<file path="config.mk">
export PLATFORM = sky130hd
export DESIGN_NAME = utf8_glyph_index_decoder_core_flat
export DESIGN_NICKNAME = d
export VERILOG_FILES = /design/src/sv/ugid_pkg.sv /design/src/sv/ugid_if.sv /design/src/sv/ugid_step.sv /design/src/sv/utf8_glyph_index_decoder_core.sv /design/src/flat_wrapper.sv
export SDC_FILE = /design/constraint.sdc
export NUM_CORES = 1
export LEC_CHECK = 0
export ABC_AREA = 1
export BUFFER_PORTS_ARGS = -buffer_cell sky130_fd_sc_hd__buf_2
export CAP_MARGIN = 40
export CORE_AREA = 3 3 146 91
export CTS_CLUSTER_DIAMETER = 60
export DETAILED_ROUTE_END_ITERATION = 10
export DIE_AREA = 0 0 149 94
export PLACE_DENSITY_LB_ADDON = 0.2
export SLEW_MARGIN = 20
export SYNTH_ARGS = -nofsm -noshare
export SYNTH_HDL_FRONTEND = slang
export SYNTH_SLANG_ARGS = --single-unit
</file>
<file path="constraint.sdc">
create_clock -name clk -period 2.5 [get_ports clk]
set_input_delay 0.25 -clock clk [delete_from_list [all_inputs] [get_ports clk]]
set_output_delay 0.25 -clock clk [all_outputs]
set_load 0.03 [all_outputs]
</file>
<file path="src/sv/ugid_pkg.sv">
// ugid_pkg: shared types and constants for the UTF-8 glyph index decoder.
// No dependencies; compile first.
`timescale 1ns / 1ps

package ugid_pkg;

	localparam int BYTE_W  = 8;
	localparam int CP_W    = 21;
	localparam int LEN_W   = 3;
	localparam int BLEFT_W = 2;
	localparam int GC_W    = 22;

	localparam logic [GC_W-1:0] GLYPH_COUNT_RST = GC_W'(256);

	typedef enum logic [1:0] {
		ST_OK       = 2'd0,
		ST_BAD_CONT = 2'd1,
		ST_BAD_LEAD = 2'd2,
		ST_RANGE    = 2'd3
	} status_t;

	typedef struct packed {
		logic [BLEFT_W-1:0] bytes_left;
		logic [CP_W-1:0]    code_accum;
		logic [LEN_W-1:0]   seq_len;
	} dec_state_t;

	typedef struct packed {
		logic [CP_W-1:0]  code_point;
		logic [LEN_W-1:0] seq_length;
		status_t          status;
	} dec_result_t;

endpackage

</file>
<file path="src/sv/ugid_if.sv">
// Channel interfaces of the decoder: byte input, result output, config write.
// Depends on ugid_pkg.
`timescale 1ns / 1ps

interface ugid_byte_if;
	logic                      valid;
	logic                      ready;
	logic [ugid_pkg::BYTE_W-1:0] byte_in;
	modport source (output valid, output byte_in, input ready);
	modport sink   (input valid, input byte_in, output ready);
endinterface

interface ugid_result_if;
	logic                       valid;
	logic                       ready;
	logic [ugid_pkg::CP_W-1:0]  code_point;
	logic [ugid_pkg::LEN_W-1:0] seq_length;
	ugid_pkg::status_t          status;
	modport source (output valid, output code_point, output seq_length, output status,
		input ready);
	modport sink   (input valid, input code_point, input seq_length, input status,
		output ready);
endinterface

interface ugid_cfg_if;
	logic                      valid;
	logic                      ready;
	logic [ugid_pkg::GC_W-1:0] glyph_count;
	modport source (output valid, output glyph_count, input ready);
	modport sink   (input valid, input glyph_count, output ready);
endinterface

</file>
<file path="src/sv/ugid_step.sv">
// ugid_step: combinational decode of one byte against the running sequence state.
// Depends on ugid_pkg.
`timescale 1ns / 1ps

module ugid_step (
	input  ugid_pkg::dec_state_t            st,
	input  logic [ugid_pkg::BYTE_W-1:0]     byte_in,
	input  logic [ugid_pkg::GC_W-1:0]       glyph_count,
	output ugid_pkg::dec_state_t            st_nxt,
	output logic                            res_valid,
	output ugid_pkg::dec_result_t           res
);
	import ugid_pkg::*;

	logic [CP_W-1:0] acc_shift;

	function automatic status_t range_chk(input logic [CP_W-1:0] cp,
		input logic [GC_W-1:0] gc);
		return ({1'b0, cp} >= gc) ? ST_RANGE : ST_OK;
	endfunction

	assign acc_shift = {st.code_accum[CP_W-7:0], byte_in[5:0]};

	always_comb begin
		st_nxt    = st;
		res_valid = 1'b0;
		res       = '{code_point: '0, seq_length: '0, status: ST_OK};
		if (st.bytes_left == '0) begin
			case (byte_in) inside
				[8'h00:8'h7F]: begin
					res_valid      = 1'b1;
					res.code_point = CP_W'(byte_in);
					res.seq_length = LEN_W'(1);
					res.status     = range_chk(CP_W'(byte_in), glyph_count);
				end
				[8'hC0:8'hDF]: begin
					st_nxt.code_accum = CP_W'(byte_in[4:0]);
					st_nxt.seq_len    = LEN_W'(2);
					st_nxt.bytes_left = BLEFT_W'(1);
				end
				[8'hE0:8'hEF]: begin
					st_nxt.code_accum = CP_W'(byte_in[3:0]);
					st_nxt.seq_len    = LEN_W'(3);
					st_nxt.bytes_left = BLEFT_W'(2);
				end
				[8'hF0:8'hF7]: begin
					st_nxt.code_accum = CP_W'(byte_in[2:0]);
					st_nxt.seq_len    = LEN_W'(4);
					st_nxt.bytes_left = BLEFT_W'(3);
				end
				default: begin
					// stray continuation or 0xF8 and above
					res_valid      = 1'b1;
					res.seq_length = LEN_W'(1);
					res.status     = ST_BAD_LEAD;
				end
			endcase
		end else if (byte_in[7:6] != 2'b10) begin
			res_valid      = 1'b1;
			res.seq_length = st.seq_len - LEN_W'(st.bytes_left) + LEN_W'(1);
			res.status     = ST_BAD_CONT;
			st_nxt         = '0;
		end else begin
			st_nxt.code_accum = acc_shift;
			st_nxt.bytes_left = st.bytes_left - BLEFT_W'(1);
			if (st.bytes_left == BLEFT_W'(1)) begin
				res_valid      = 1'b1;
				res.code_point = acc_shift;
				res.seq_length = st.seq_len;
				res.status     = range_chk(acc_shift, glyph_count);
				st_nxt         = '0;
			end
		end
	end

endmodule

</file>
<file path="src/sv/utf8_glyph_index_decoder_core.sv">
// Top level of the UTF-8 glyph index decoder: state, config and result registers.
// Depends on ugid_pkg, ugid_if.sv and ugid_step.
//
//   channel    dir  payload                            handshake
//   byte_ch    in   byte_in[7:0]                       valid/ready
//   result_ch  out  code_point[20:0] seq_length[2:0]   valid/ready
//                   status[1:0]
//   cfg_ch     in   glyph_count[21:0]                  valid/ready (always ready)
//
// One byte per cycle; a result shows in the cycle after the byte that ends it.
// Throughput is set by the single result register: a byte is taken whenever that
// register is empty or is being read in the same cycle.
// Reset clears the sequence state, empties the result register, glyph_count = 256.
// A stalled result holds and blocks further bytes until taken.
`timescale 1ns / 1ps

module utf8_glyph_index_decoder_core (
	input  logic           clk,
	input  logic           arst_n,
	ugid_byte_if.sink      byte_ch,
	ugid_result_if.source  result_ch,
	ugid_cfg_if.sink       cfg_ch
);
	import ugid_pkg::*;

	dec_state_t        st_q, st_nxt;
	dec_result_t       res_d, res_q;
	logic              res_valid_d, out_valid_q;
	logic [GC_W-1:0]   glyph_count_q;
	logic              byte_acc;

	assign cfg_ch.ready  = 1'b1;
	assign byte_ch.ready = !out_valid_q || result_ch.ready;
	assign byte_acc      = byte_ch.valid && byte_ch.ready;

	ugid_step u_step (
		.st          (st_q),
		.byte_in     (byte_ch.byte_in),
		.glyph_count (glyph_count_q),
		.st_nxt      (st_nxt),
		.res_valid   (res_valid_d),
		.res         (res_d)
	);

	always_ff @(posedge clk or negedge arst_n) begin
		if (!arst_n) begin
			st_q          <= '0;
			out_valid_q   <= 1'b0;
			glyph_count_q <= GLYPH_COUNT_RST;
		end else begin
			if (cfg_ch.valid) begin
				glyph_count_q <= cfg_ch.glyph_count;
			end
			if (byte_acc) begin
				st_q        <= st_nxt;
				out_valid_q <= res_valid_d;
			end else if (result_ch.ready) begin
				out_valid_q <= 1'b0;
			end
		end
	end

	always_ff @(posedge clk) begin
		if (byte_acc && res_valid_d) begin
			res_q <= res_d;
		end
	end

	assign result_ch.valid      = out_valid_q;
	assign result_ch.code_point = res_q.code_point;
	assign result_ch.seq_length = res_q.seq_length;
	assign result_ch.status     = res_q.status;

	a_no_accept_when_blocked: assert property (@(posedge clk) disable iff (!arst_n)
		(out_valid_q && !result_ch.ready) |-> !byte_acc)
		else $error("byte taken while result stalled");

	a_len_covers_left: assert property (@(posedge clk) disable iff (!arst_n)
		(st_q.bytes_left != '0) |-> (st_q.seq_len > LEN_W'(st_q.bytes_left)))
		else $error("sequence length below bytes left");

	a_idle_accum_clear: assert property (@(posedge clk) disable iff (!arst_n)
		(st_q.bytes_left == '0) |-> (st_q.code_accum == '0 && st_q.seq_len == '0))
		else $error("stale accumulator outside a sequence");

	a_bad_lead_shape: assert property (@(posedge clk) disable iff (!arst_n)
		(out_valid_q && res_q.status == ST_BAD_LEAD) |->
		(res_q.seq_length == LEN_W'(1) && res_q.code_point == '0))
		else $error("bad lead result malformed");

endmodule

</file>
<file path="src/flat_wrapper.sv">
// flat-port wrapper written by rule: the top's interface ports become plain ports
module utf8_glyph_index_decoder_core_flat import ugid_pkg::*;
  (clk, arst_n, byte_ch_valid, byte_ch_byte_in, byte_ch_ready, result_ch_valid, result_ch_code_point, result_ch_seq_length, result_ch_status, result_ch_ready, cfg_ch_valid, cfg_ch_glyph_count, cfg_ch_ready);
  ugid_byte_if byte_ch_i ();
  ugid_result_if result_ch_i ();
  ugid_cfg_if cfg_ch_i ();
  input  logic clk;
  input  logic arst_n;
  input wire logic [$bits(byte_ch_i.valid)-1:0] byte_ch_valid;
  input wire logic [$bits(byte_ch_i.byte_in)-1:0] byte_ch_byte_in;
  output wire logic [$bits(byte_ch_i.ready)-1:0] byte_ch_ready;
  output wire logic [$bits(result_ch_i.valid)-1:0] result_ch_valid;
  output wire logic [$bits(result_ch_i.code_point)-1:0] result_ch_code_point;
  output wire logic [$bits(result_ch_i.seq_length)-1:0] result_ch_seq_length;
  output wire logic [$bits(result_ch_i.status)-1:0] result_ch_status;
  input wire logic [$bits(result_ch_i.ready)-1:0] result_ch_ready;
  input wire logic [$bits(cfg_ch_i.valid)-1:0] cfg_ch_valid;
  input wire logic [$bits(cfg_ch_i.glyph_count)-1:0] cfg_ch_glyph_count;
  output wire logic [$bits(cfg_ch_i.ready)-1:0] cfg_ch_ready;
  assign byte_ch_i.valid = byte_ch_valid;
  assign byte_ch_i.byte_in = byte_ch_byte_in;
  assign byte_ch_ready = byte_ch_i.ready;
  assign result_ch_valid = result_ch_i.valid;
  assign result_ch_code_point = result_ch_i.code_point;
  assign result_ch_seq_length = result_ch_i.seq_length;
  assign result_ch_status = result_ch_i.status;
  assign result_ch_i.ready = result_ch_ready;
  assign cfg_ch_i.valid = cfg_ch_valid;
  assign cfg_ch_i.glyph_count = cfg_ch_glyph_count;
  assign cfg_ch_ready = cfg_ch_i.ready;
  utf8_glyph_index_decoder_core u_core (.clk(clk), .arst_n(arst_n), .byte_ch(byte_ch_i), .result_ch(result_ch_i), .cfg_ch(cfg_ch_i));
endmodule
</file>
# Yosys cells after proc, flatten, opt, wreduce, memory -nomap -nowiden
# Index checks and enable logic that the tools add are counted.
[classes]
mux = 27
magnitude_cmp = 10
n_addsub = 3
reduce_logical = 13
eq_ne = 4
[ops]
columns = ["op", "n"]
rows = [
  ["two-way mux 26 bit", 9],
  [">= comparator 8 bit, second input constant", 3],
  ["<= comparator 8 bit, second input constant", 3],
  [">= comparator 21 x 22 -> 1 bit", 1],
  [">= comparator 8 x 22 -> 1 bit", 1],
  ["two-way mux 21 bit", 1],
  ["two-way mux 3 bit", 4],
  ["two-way mux 1 bit", 9],
  [">= comparator 8 x 1 -> 1 bit, second input constant", 1],
  ["<= comparator 8 x 7 -> 1 bit, second input constant", 1],
  ["two-way mux 8 bit", 1],
  ["logical AND 1 bit", 6],
  ["two-way mux 5 bit", 1],
  ["two-way mux 2 bit", 2],
  ["!= test 2 bit, second input constant", 2],
  ["!= test 4 x 1 -> 1 bit, second input constant", 1],
  ["AND reduction 4 bit", 1],
  ["adder 3 x 1 -> 3 bit, second input constant", 1],
  ["AND reduction 3 bit", 1],
  ["nonzero test 3 bit", 1],
  ["subtractor 3 x 2 -> 3 bit", 1],
  ["equality test 2 x 1 -> 1 bit, second input constant", 1],
  ["logical NOT 2 bit", 1],
  ["nonzero test 2 bit", 1],
  ["other kinds (3)", 3],
]
[totals]
ff_bits = 69
word_cells = 65
out_inout_bits = 29
in_bits = 35

# Logic depth before layout (Yosys ltp)
# Gate-level depths: netlist of run 1.
[logic_depth]
word_depth = 8
mapped_depth = 12
mapped_depth_nobuf = 12

# Cells and area by module
# A second synthesis of run 1 with hierarchy kept.
[hier_totals]
cells_unflattened = 529
hier_area_um2 = 4455.5
[modules_own_cells]
columns = ["module", "area_each_um2", "cells_per_inst", "seq_area_each_um2", "n_inst"]
rows = [
  ["utf8_glyph_index_decoder_core", 2817.7, 241, 2008.2, 1],
  ["ugid_step", 1637.8, 288, 0.0, 1],
]

# Least setup slack after synthesis of run 1
# No wires, ideal clock.
[synth_timing]
kind = "reg-to-reg"
from = "register u_core.out_valid_q (netlist: u_core.result_ch.valid)"
to = "register u_core.res_q, in the netlist u_core.result_ch.code_point[0], enable pin"
path_stages_with_launch = 6
setup_slack_ns = -0.160
arrival_time_ns = 2.251
path_buffers = 0
required_time_ns = 2.091
synth_period_minus_slack_ns = 2.660
setup_time_ns = 0.409
cell_sequence = "dfrtp_1 > nand2_1 > nand2_1 > inv_1 > nand2_2 > nor2_1"
[synth_between]
elab_chain_cells = 4
[synth_lines]
columns = ["element", "line", "text"]
rows = [
  ["from (decl)", "utf8_glyph_index_decoder_core.sv:28", "logic res_valid_d, out_valid_q;"],
  ["from (signal assigned)", "utf8_glyph_index_decoder_core.sv:56", "out_valid_q <= res_valid_d;"],
  ["logical NOT 1 bit", "utf8_glyph_index_decoder_core.sv:33", "assign byte_ch.ready = !out_valid_q || result_ch.ready;"],
  ["logical OR 1 bit", "utf8_glyph_index_decoder_core.sv:33", ""],
  ["via byte_ch_ready", "flat_wrapper.sv:11", "output wire logic [$bits(byte_ch_i.ready)-1:0] byte_ch_ready;"],
  ["logical AND 1 bit", "utf8_glyph_index_decoder_core.sv:34", "assign byte_acc = byte_ch.valid && byte_ch.ready;"],
  ["logical AND 1 bit", "utf8_glyph_index_decoder_core.sv:64", "if (byte_acc && res_valid_d) begin"],
  ["to (signal assigned)", "utf8_glyph_index_decoder_core.sv:65", "res_q <= res_d;"],
  ["to (decl)", "utf8_glyph_index_decoder_core.sv:27", "dec_result_t res_d, res_q;"],
]
# The timed path passes the listed nets, and every way through them passes these cells.
# A chain may end at the register's enable or synchronous reset.

# Worst setup path in the final report of run 1
[layout_timing]
from = "register u_core.st_q[24] in the netlist's numbering"
to = "register u_core.st_q[17] in the netlist's numbering"
[layout_between]
elab_chain_cells = 4
elab_cells_between_ends = 8
cone_classes = "eq/ne: 3; mux: 3; reduce/logical: 2"
[layout_lines]
columns = ["element", "line", "text"]
rows = [
  ["from (decl)", "utf8_glyph_index_decoder_core.sv:26", "dec_state_t st_q, st_nxt;"],
  ["from (signal assigned)", "utf8_glyph_index_decoder_core.sv:55", "st_q <= st_nxt;"],
  ["equality test 2 x 1 -> 1 bit", "ugid_step.sv:66", "if (st.bytes_left == BLEFT_W'(1)) begin"],
  ["two-way mux 26 bit", "ugid_step.sv:66", ""],
  ["two-way mux 26 bit", "ugid_step.sv:58", "end else if (byte_in[7:6] != 2'b10) begin"],
  ["two-way mux 26 bit", "ugid_step.sv:28", "if (st.bytes_left == '0) begin"],
]
# Several ways; a longest one is shown, not always the timed one. The select of a mux whose other input is x is not followed.

==> results of run 1 <==
layout make-up:
| cell class | instances | area, sq um | share of cell area [%] |
|---|---|---|---|
| inverter | 74 | 282 | 6.36 |
| timing repair buffer | 66 | 368 | 8.31 |
| multi-input combinational | 242 | 1400 | 31.6 |
| sequential | 69 | 1860 | 41.9 |
| clock buffer | 10 | 229 | 5.17 |
| clock inverter | 6 | 87.6 | 1.98 |
| tap | 165 | 206 | 4.66 |
synthesized netlist by cell type (all sizes together):
library cell / number
clkinv: 3
inv: 71
o22ai: 2
clkbuf: 5
or2: 1
nand4: 5
buf: 6
edfxtp: 26
conb: 1
a21o: 1
dfstp: 1
nor2: 41
o21ai: 50
nor3: 2
nand3: 20
nand2: 77
ha: 28
mux2: 1
a21oi: 13
dfrtp: 42
final timing paths:
kind / end / cells after the start / from / slack, ns
worst max register to register: u_core.st_q[17] / 8 / u_core.st_q[24] / 0.50
worst min-delay path: u_core.glyph_count_q[21] / 3 / cfg_ch_glyph_count[21] / 0.12
min in group asynchronous: u_core.glyph_count_q[5] / 2 / arst_n / 0.43
worst max-delay path: u_core.st_q[17] / 8 / u_core.st_q[24] / 0.50
worst min register to register: u_core.glyph_count_q[0] / 1 / u_core.glyph_count_q[0] / 0.52
max in group asynchronous: u_core.st_q[25] / 3 / arst_n / 1.56
per-stage QoR:
stage	cells	utilization (%)	total power [uW]	hold WS, ns	setup slack [ns]
after floorplan	396	-	2380	-0.0456	0.273
after global placement	614	34.0	2710	0.454	0.563
after detailed placement	615	34.1	2740	0.249	0.492
after CTS	632	36.8	4120	0.113	0.485
after global routing	632	36.8	4320	0.137	0.331
final	632	36.8	4070	0.121	0.502
worst max-delay path: stages (launching register included):
cell and delay, ns:
dfrtp_1 0.38, inv_1 0.10, ha_1 0.32, inv_2 0.21, nor2_4 0.08, nor2_4 0.46, buf_12 0.22, nand3_1 0.07
o21ai_1 0.08
power by group:
group | internal (uW) | switching [uW] | total, uW | leakage (uW)
Clock | 875 | 481 | 1360 | 0.000157
Sequential | 1400 | 119 | 1520 | 0.000803
Combinational | 368 | 827 | 1190 | 0.00119
registers in the layout (all words and copies together) (netlist names):
name / cells
u_core.glyph_count_q: 22
u_core.result_ch.code_point: 21
u_core.result_ch.seq_length: 3
u_core.result_ch.status: 2
u_core.result_ch.valid: 1
u_core.st_q: 20
per-layer routing:
metal	wire length, um	GRT usage (%)
met5	0	0
met2	3110	17.1
met4	64	3.96
met1	5350	22.5
met3	553	4.48
cell families after synthesis:
logic type               synth area share, %
adder cells (fa/ha/maj)                 9.70
AO/OA/AOI/OAI                           10.6
AND/OR/NAND/NOR                         17.9
other                                  0.104
buffers and inverters                   9.91
multiplexers                           0.312
flip-flops                              51.4
layout by cell type (no fill, tap or decap), types with 2 or more instances in the layout:
cell | synthesis | routed
clkbuf_16 | 0 | 9
o21ai_2 | 10 | 10
nand2_2 | 3 | 3
inv_1 | 66 | 66
o21ai_1 | 9 | 9
dfrtp_1 | 42 | 42
buf_12 | 0 | 2
o21ai_0 | 31 | 31
nor3_1 | 2 | 2
nand2_1 | 73 | 73
a21oi_1 | 12 | 12
bufinv_16 | 0 | 2
nand4_1 | 5 | 5
clkinv_2 | 3 | 5
buf_2 | 1 | 62
nor2_2 | 1 | 2
nor2_4 | 4 | 4
edfxtp_1 | 26 | 26
nor2_1 | 36 | 35
inv_2 | 5 | 5
nand3_2 | 2 | 2
ha_1 | 28 | 28
nand3_1 | 18 | 18
timing repair:
item,in CTS,in global routing
hold buffers,1,0
hold endpoints to repair,19,0
gates resized for setup,0,0
==> metrics.txt, run 1 <==
share of cells above drive strength 1=24.6%; Syn Nets=459; worst skew pair latency=0.33 ns; post-synthesis cell area=0.00361 sq mm; # fillers=1,261; initial cell density of the core=30.0%; Unique masters post-synth=32; normalized max-slew margin=60.3%; count of pins over their slew limit=0; crit path time final=2.00 ns; Synth area leaders=dfrtp_1 (29%), edfxtp_1 (22%), ha_1 (9.7%), nand2_1 (7.6%), inv_1 (6.9%); Remaining Overflow, GRT=0; die width=149 um; worst hold path class=primary input to register; hpwl dp=7.15 mm; DR iter-0 viols=139; Seq cells post-synth=69; Pleak=0.00215 uW; Die H=94 um; Max clock buf depth=2; CP Data Required Time=2.76 ns; syn avg cell area=9.12 sq um; final setup violation count=0; Synthesis Warnings=0; final hold violation count=0; Via density=4.31; WL/cell=14.4 um; DRC=0; share of the yosys chip area belonging to registers=51.4%; WL final=9.08 mm; Mapped Cells=396; RSZ-0062 raised after global routing=no; worst-margin pin slew=0.595 ns; initial antenna violation count=0; VDD IR max=373 uV; Placement Cell Area=0.00410 sq mm; die area=0.0140 sq mm; setup TNS=0 ns; Yosys top cell by area=dfrtp_1; Power Density=920 mW/mm^2; n_diodes=0; Core ar.=0.0120 sq mm; clk root buf=clkbuf_16; Critical Path End Type=register; largest net degree at the start of global routing=44; max_cap viols=0; fmax=0.501 GHz; number of port buffers=62; CTS Sinks=69; CP Data Arrival Time=2.25 ns; Clock Skews=0.00786 ns; CTS tree=done; CTS buffer count=9; Yosys top cell area share=29.1%; Clk pin slew, worst setup/hold paths=0.06 ns; nets=525; Crit Path Max Fanout=23; Routed Antenna Nets=0; Area growth syn-to-layout=22.6%; global-route wire length before repair=14.8 mm; row count=31; crit path kind=register to register; Vias=2,723; drt pass-1 iters=4; vias in the first global route=2,757; cell area after layout=0.00443 sq mm; number of H-tree levels=3; Tot GR Track Use=14.0%; GPL Wtd Cong=0.836; status=complete, no violations; Period Utilization, post-route=79.9%; type of origin of the critical path=register; # IOs=64; Post-CTS Setup Bufs=0
No activity file was read; power rests on OpenSTA's default activity.
==> run 2, diff against run 1 <==
- clock period: 2.5 -> 2 ns (I/O delays scaled with it)
==> run 2 against run 1 <==
  * Routed wire length increased by 0.53%
  * Register-to-register slack got worse by 0.37 ns
  * Fmax increased by 7.1%
  * Clock skew decreased by 0.0048 ns
  * Critical path type unchanged
  * Largest cell class unchanged
==> metrics.txt, run 2 (synthesis results as in run 1) <==
status=complete, no violations; HP Start=cfg_ch_glyph_count[4]; die width=149 um (unchanged); GR peak layer=met1; normalized max-slew margin=64.1% (+3.8 points); hold path depth=3 (unchanged); hpwl dp=7.03 mm (-1.6%); Worst path max stage delay=0.39 ns (-0.07 ns); Post-CTS Setup Bufs=0 (unchanged); n_diodes=0 (unchanged); max_cap viols=0 (unchanged); worst skew pair latency=0.34 ns (about the same); initial cell density of the core=30.0% (unchanged); Largest Register=u_core.glyph_count_q; drt pass-1 iters=4 (unchanged); initial antenna violation count=0 (unchanged); DRC=0 (unchanged); GPL Wtd Cong=0.904 (+8.2%); CP Data Arrival Time=1.85 ns (-0.40 ns); worst-margin pin slew=0.537 ns (-0.0583 ns); worst hold path class=primary input to register; Critical Path Most Common Cell=nor2_4; CP top delay family=simple AND/OR/NAND/NOR gates; Vias=2,742 (+0.70%); clk root buf=clkbuf_16; # IOs=64 (unchanged); CTS tree=done; type of origin of the critical path=register; RSZ-0062 raised after global routing=no; Area growth syn-to-layout=24.8%; final worst slack=0.134 ns (-0.368 ns); Fin Hold WS=0.0629 ns (-0.0584 ns); VDD IR max=469 uV (+26%); most common cell after layout, fill and taps aside=nand2_1; row count=31 (unchanged); M3 GR Usage=5.35% (+0.87 points); final setup violation count=0 (unchanged); Worst R2R End=u_core.result_ch.code_point[12]; WL/cell=14.3 um (-0.57%); crit path time final=1.87 ns (-0.132 ns); met1 Usage GRT=22.8% (+0.30 points); WP buf/inv=1 (-2); Period Utilization, post-route=93.3% (+13 points); CP Data Required Time=1.99 ns (-0.77 ns); Placement Cell Area=0.00415 sq mm (+1.2%); fin util=37.5% (+0.65 points); leading cell types in the layout, fill and taps excluded=nand2_1 (73), inv_1 (66), buf_2 (62); CTS Sinks=69 (unchanged); FF-to-FF setup slack=0.13 ns (-0.37 ns); Max clock buf depth=2 (unchanged); met2 Use GR=15.6% (-1.5 points); fmax=0.536 GHz (+7.1%); number of port buffers=62 (unchanged); R2R cell count=6 (-2); Critical Path End Type=register; Crit Path Max Fanout=13 (-43%); CTS buffer count=9 (unchanged); reg2reg start=u_core.st_q[25]; share of cells above drive strength 1=25.9% (+1.3 points); Place WS=-0.0464 ns (-0.538 ns); Clk pin slew, worst setup/hold paths=0.06 ns (about the same); Via density=4.29 (-0.41%); count of pins over their slew limit=0 (unchanged); DR iter-0 viols=134 (-3.6%); Critical-path top delay cell=nor2_4; setup TNS=0 ns (unchanged); Power Density=1160 mW/mm^2 (+26%); nets=532 (+1.3%); crit-path cells=inv_1 > ha_1 > nor2_4 > nand2_4 > nand2_2 > nor2_4; global-route wire length before repair=14.5 mm (-2.0%); WL final=9.12 mm (+0.53%); largest net degree at the start of global routing=31 (-30%); Largest register FFs=22 (unchanged); Routed Antenna Nets=0 (unchanged); Tot GR Track Use=13.9% (-0.070 points); Pleak=0.00219 uW (+1.7%); Hold Path Sink=u_core.glyph_count_q[4]; number of H-tree levels=3 (unchanged); cell area after layout=0.00451 sq mm (+1.8%); Remaining Overflow, GRT=0 (unchanged); vias in the first global route=2,616 (-5.1%); Clock Skews=0.00308 ns (-0.00478 ns); Core ar.=0.0120 sq mm (unchanged); die area=0.0140 sq mm (unchanged); final hold violation count=0 (unchanged); crit path kind=register to register; Die H=94 um (unchanged)
-- run 2: worst max path at each step --
| stage | end | depth (start not counted) | startpoint |
|---|---|---|---|
| 3_3_place_gp | u_core.result_ch.code_point[16] | 6 | u_core.st_q[25] |
| 2_1_floorplan | u_core.result_ch.code_point[0] | 5 | u_core.result_ch.valid |
| 4_1_cts | u_core.result_ch.code_point[17] | 6 | u_core.st_q[25] |
| 5_1_grt | u_core.result_ch.code_point[12] | 6 | u_core.st_q[25] |
| 3_5_place_dp | u_core.result_ch.code_point[18] | 6 | u_core.st_q[25] |
| 6_report | u_core.result_ch.code_point[12] | 6 | u_core.st_q[25] |
-- run 2: layout make-up --
type | count | area, sq um
Clock buffer | 10 | 239
Timing Repair Buffer | 72 | 413
Multi-Input combinational cell | 243 | 1420
Fill cell | 1247 | 7520
Sequential cell | 69 | 1860
Inverter | 74 | 282
Clock inverter | 6 | 93.8
Tap cell | 165 | 206
-- run 2: tightest hold or removal path: cells and delay by family --
kind	cells	cell delay, ns
AO/OA/AOI/OAI	1	0.05
AND/OR/NAND/NOR	1	0.04
buffers and inverters	1	0.07
-- run 2: stage by stage --
step	total power (uW)	instances
global placement	3450	621
detailed placement	3460	621
CTS	5300	639
finish	5230	639
global route	5550	639
floorplan	2980	396
-- run 2: layer usage --
metal / wire length [um] / up-vias
li1: - / 1423
met1: 5260 / 1228
met2: 3130 / 87
met3: 705 / 4
met4: 32 / 0
met5: 0 / -
-- run 2: power breakdown --
| group | leakage [uW] | switching [uW] | internal [uW] |
|---|---|---|---|
| Sequential | 0.000803 | 142 | 1760 |
| Combinational | 0.00123 | 1050 | 511 |
| Clock | 0.000160 | 639 | 1140 |
| Total | 0.00219 | 1830 | 3400 |
-- run 2: what timing repair did --
| action | in CTS | in global routing |
|---|---|---|
| gates resized for setup | 1 | 0 |
| hold buffers | 1 | 0 |
| setup endpoints to repair | 26 | 0 |
| endpoints found under the hold margin | 19 | 0 |
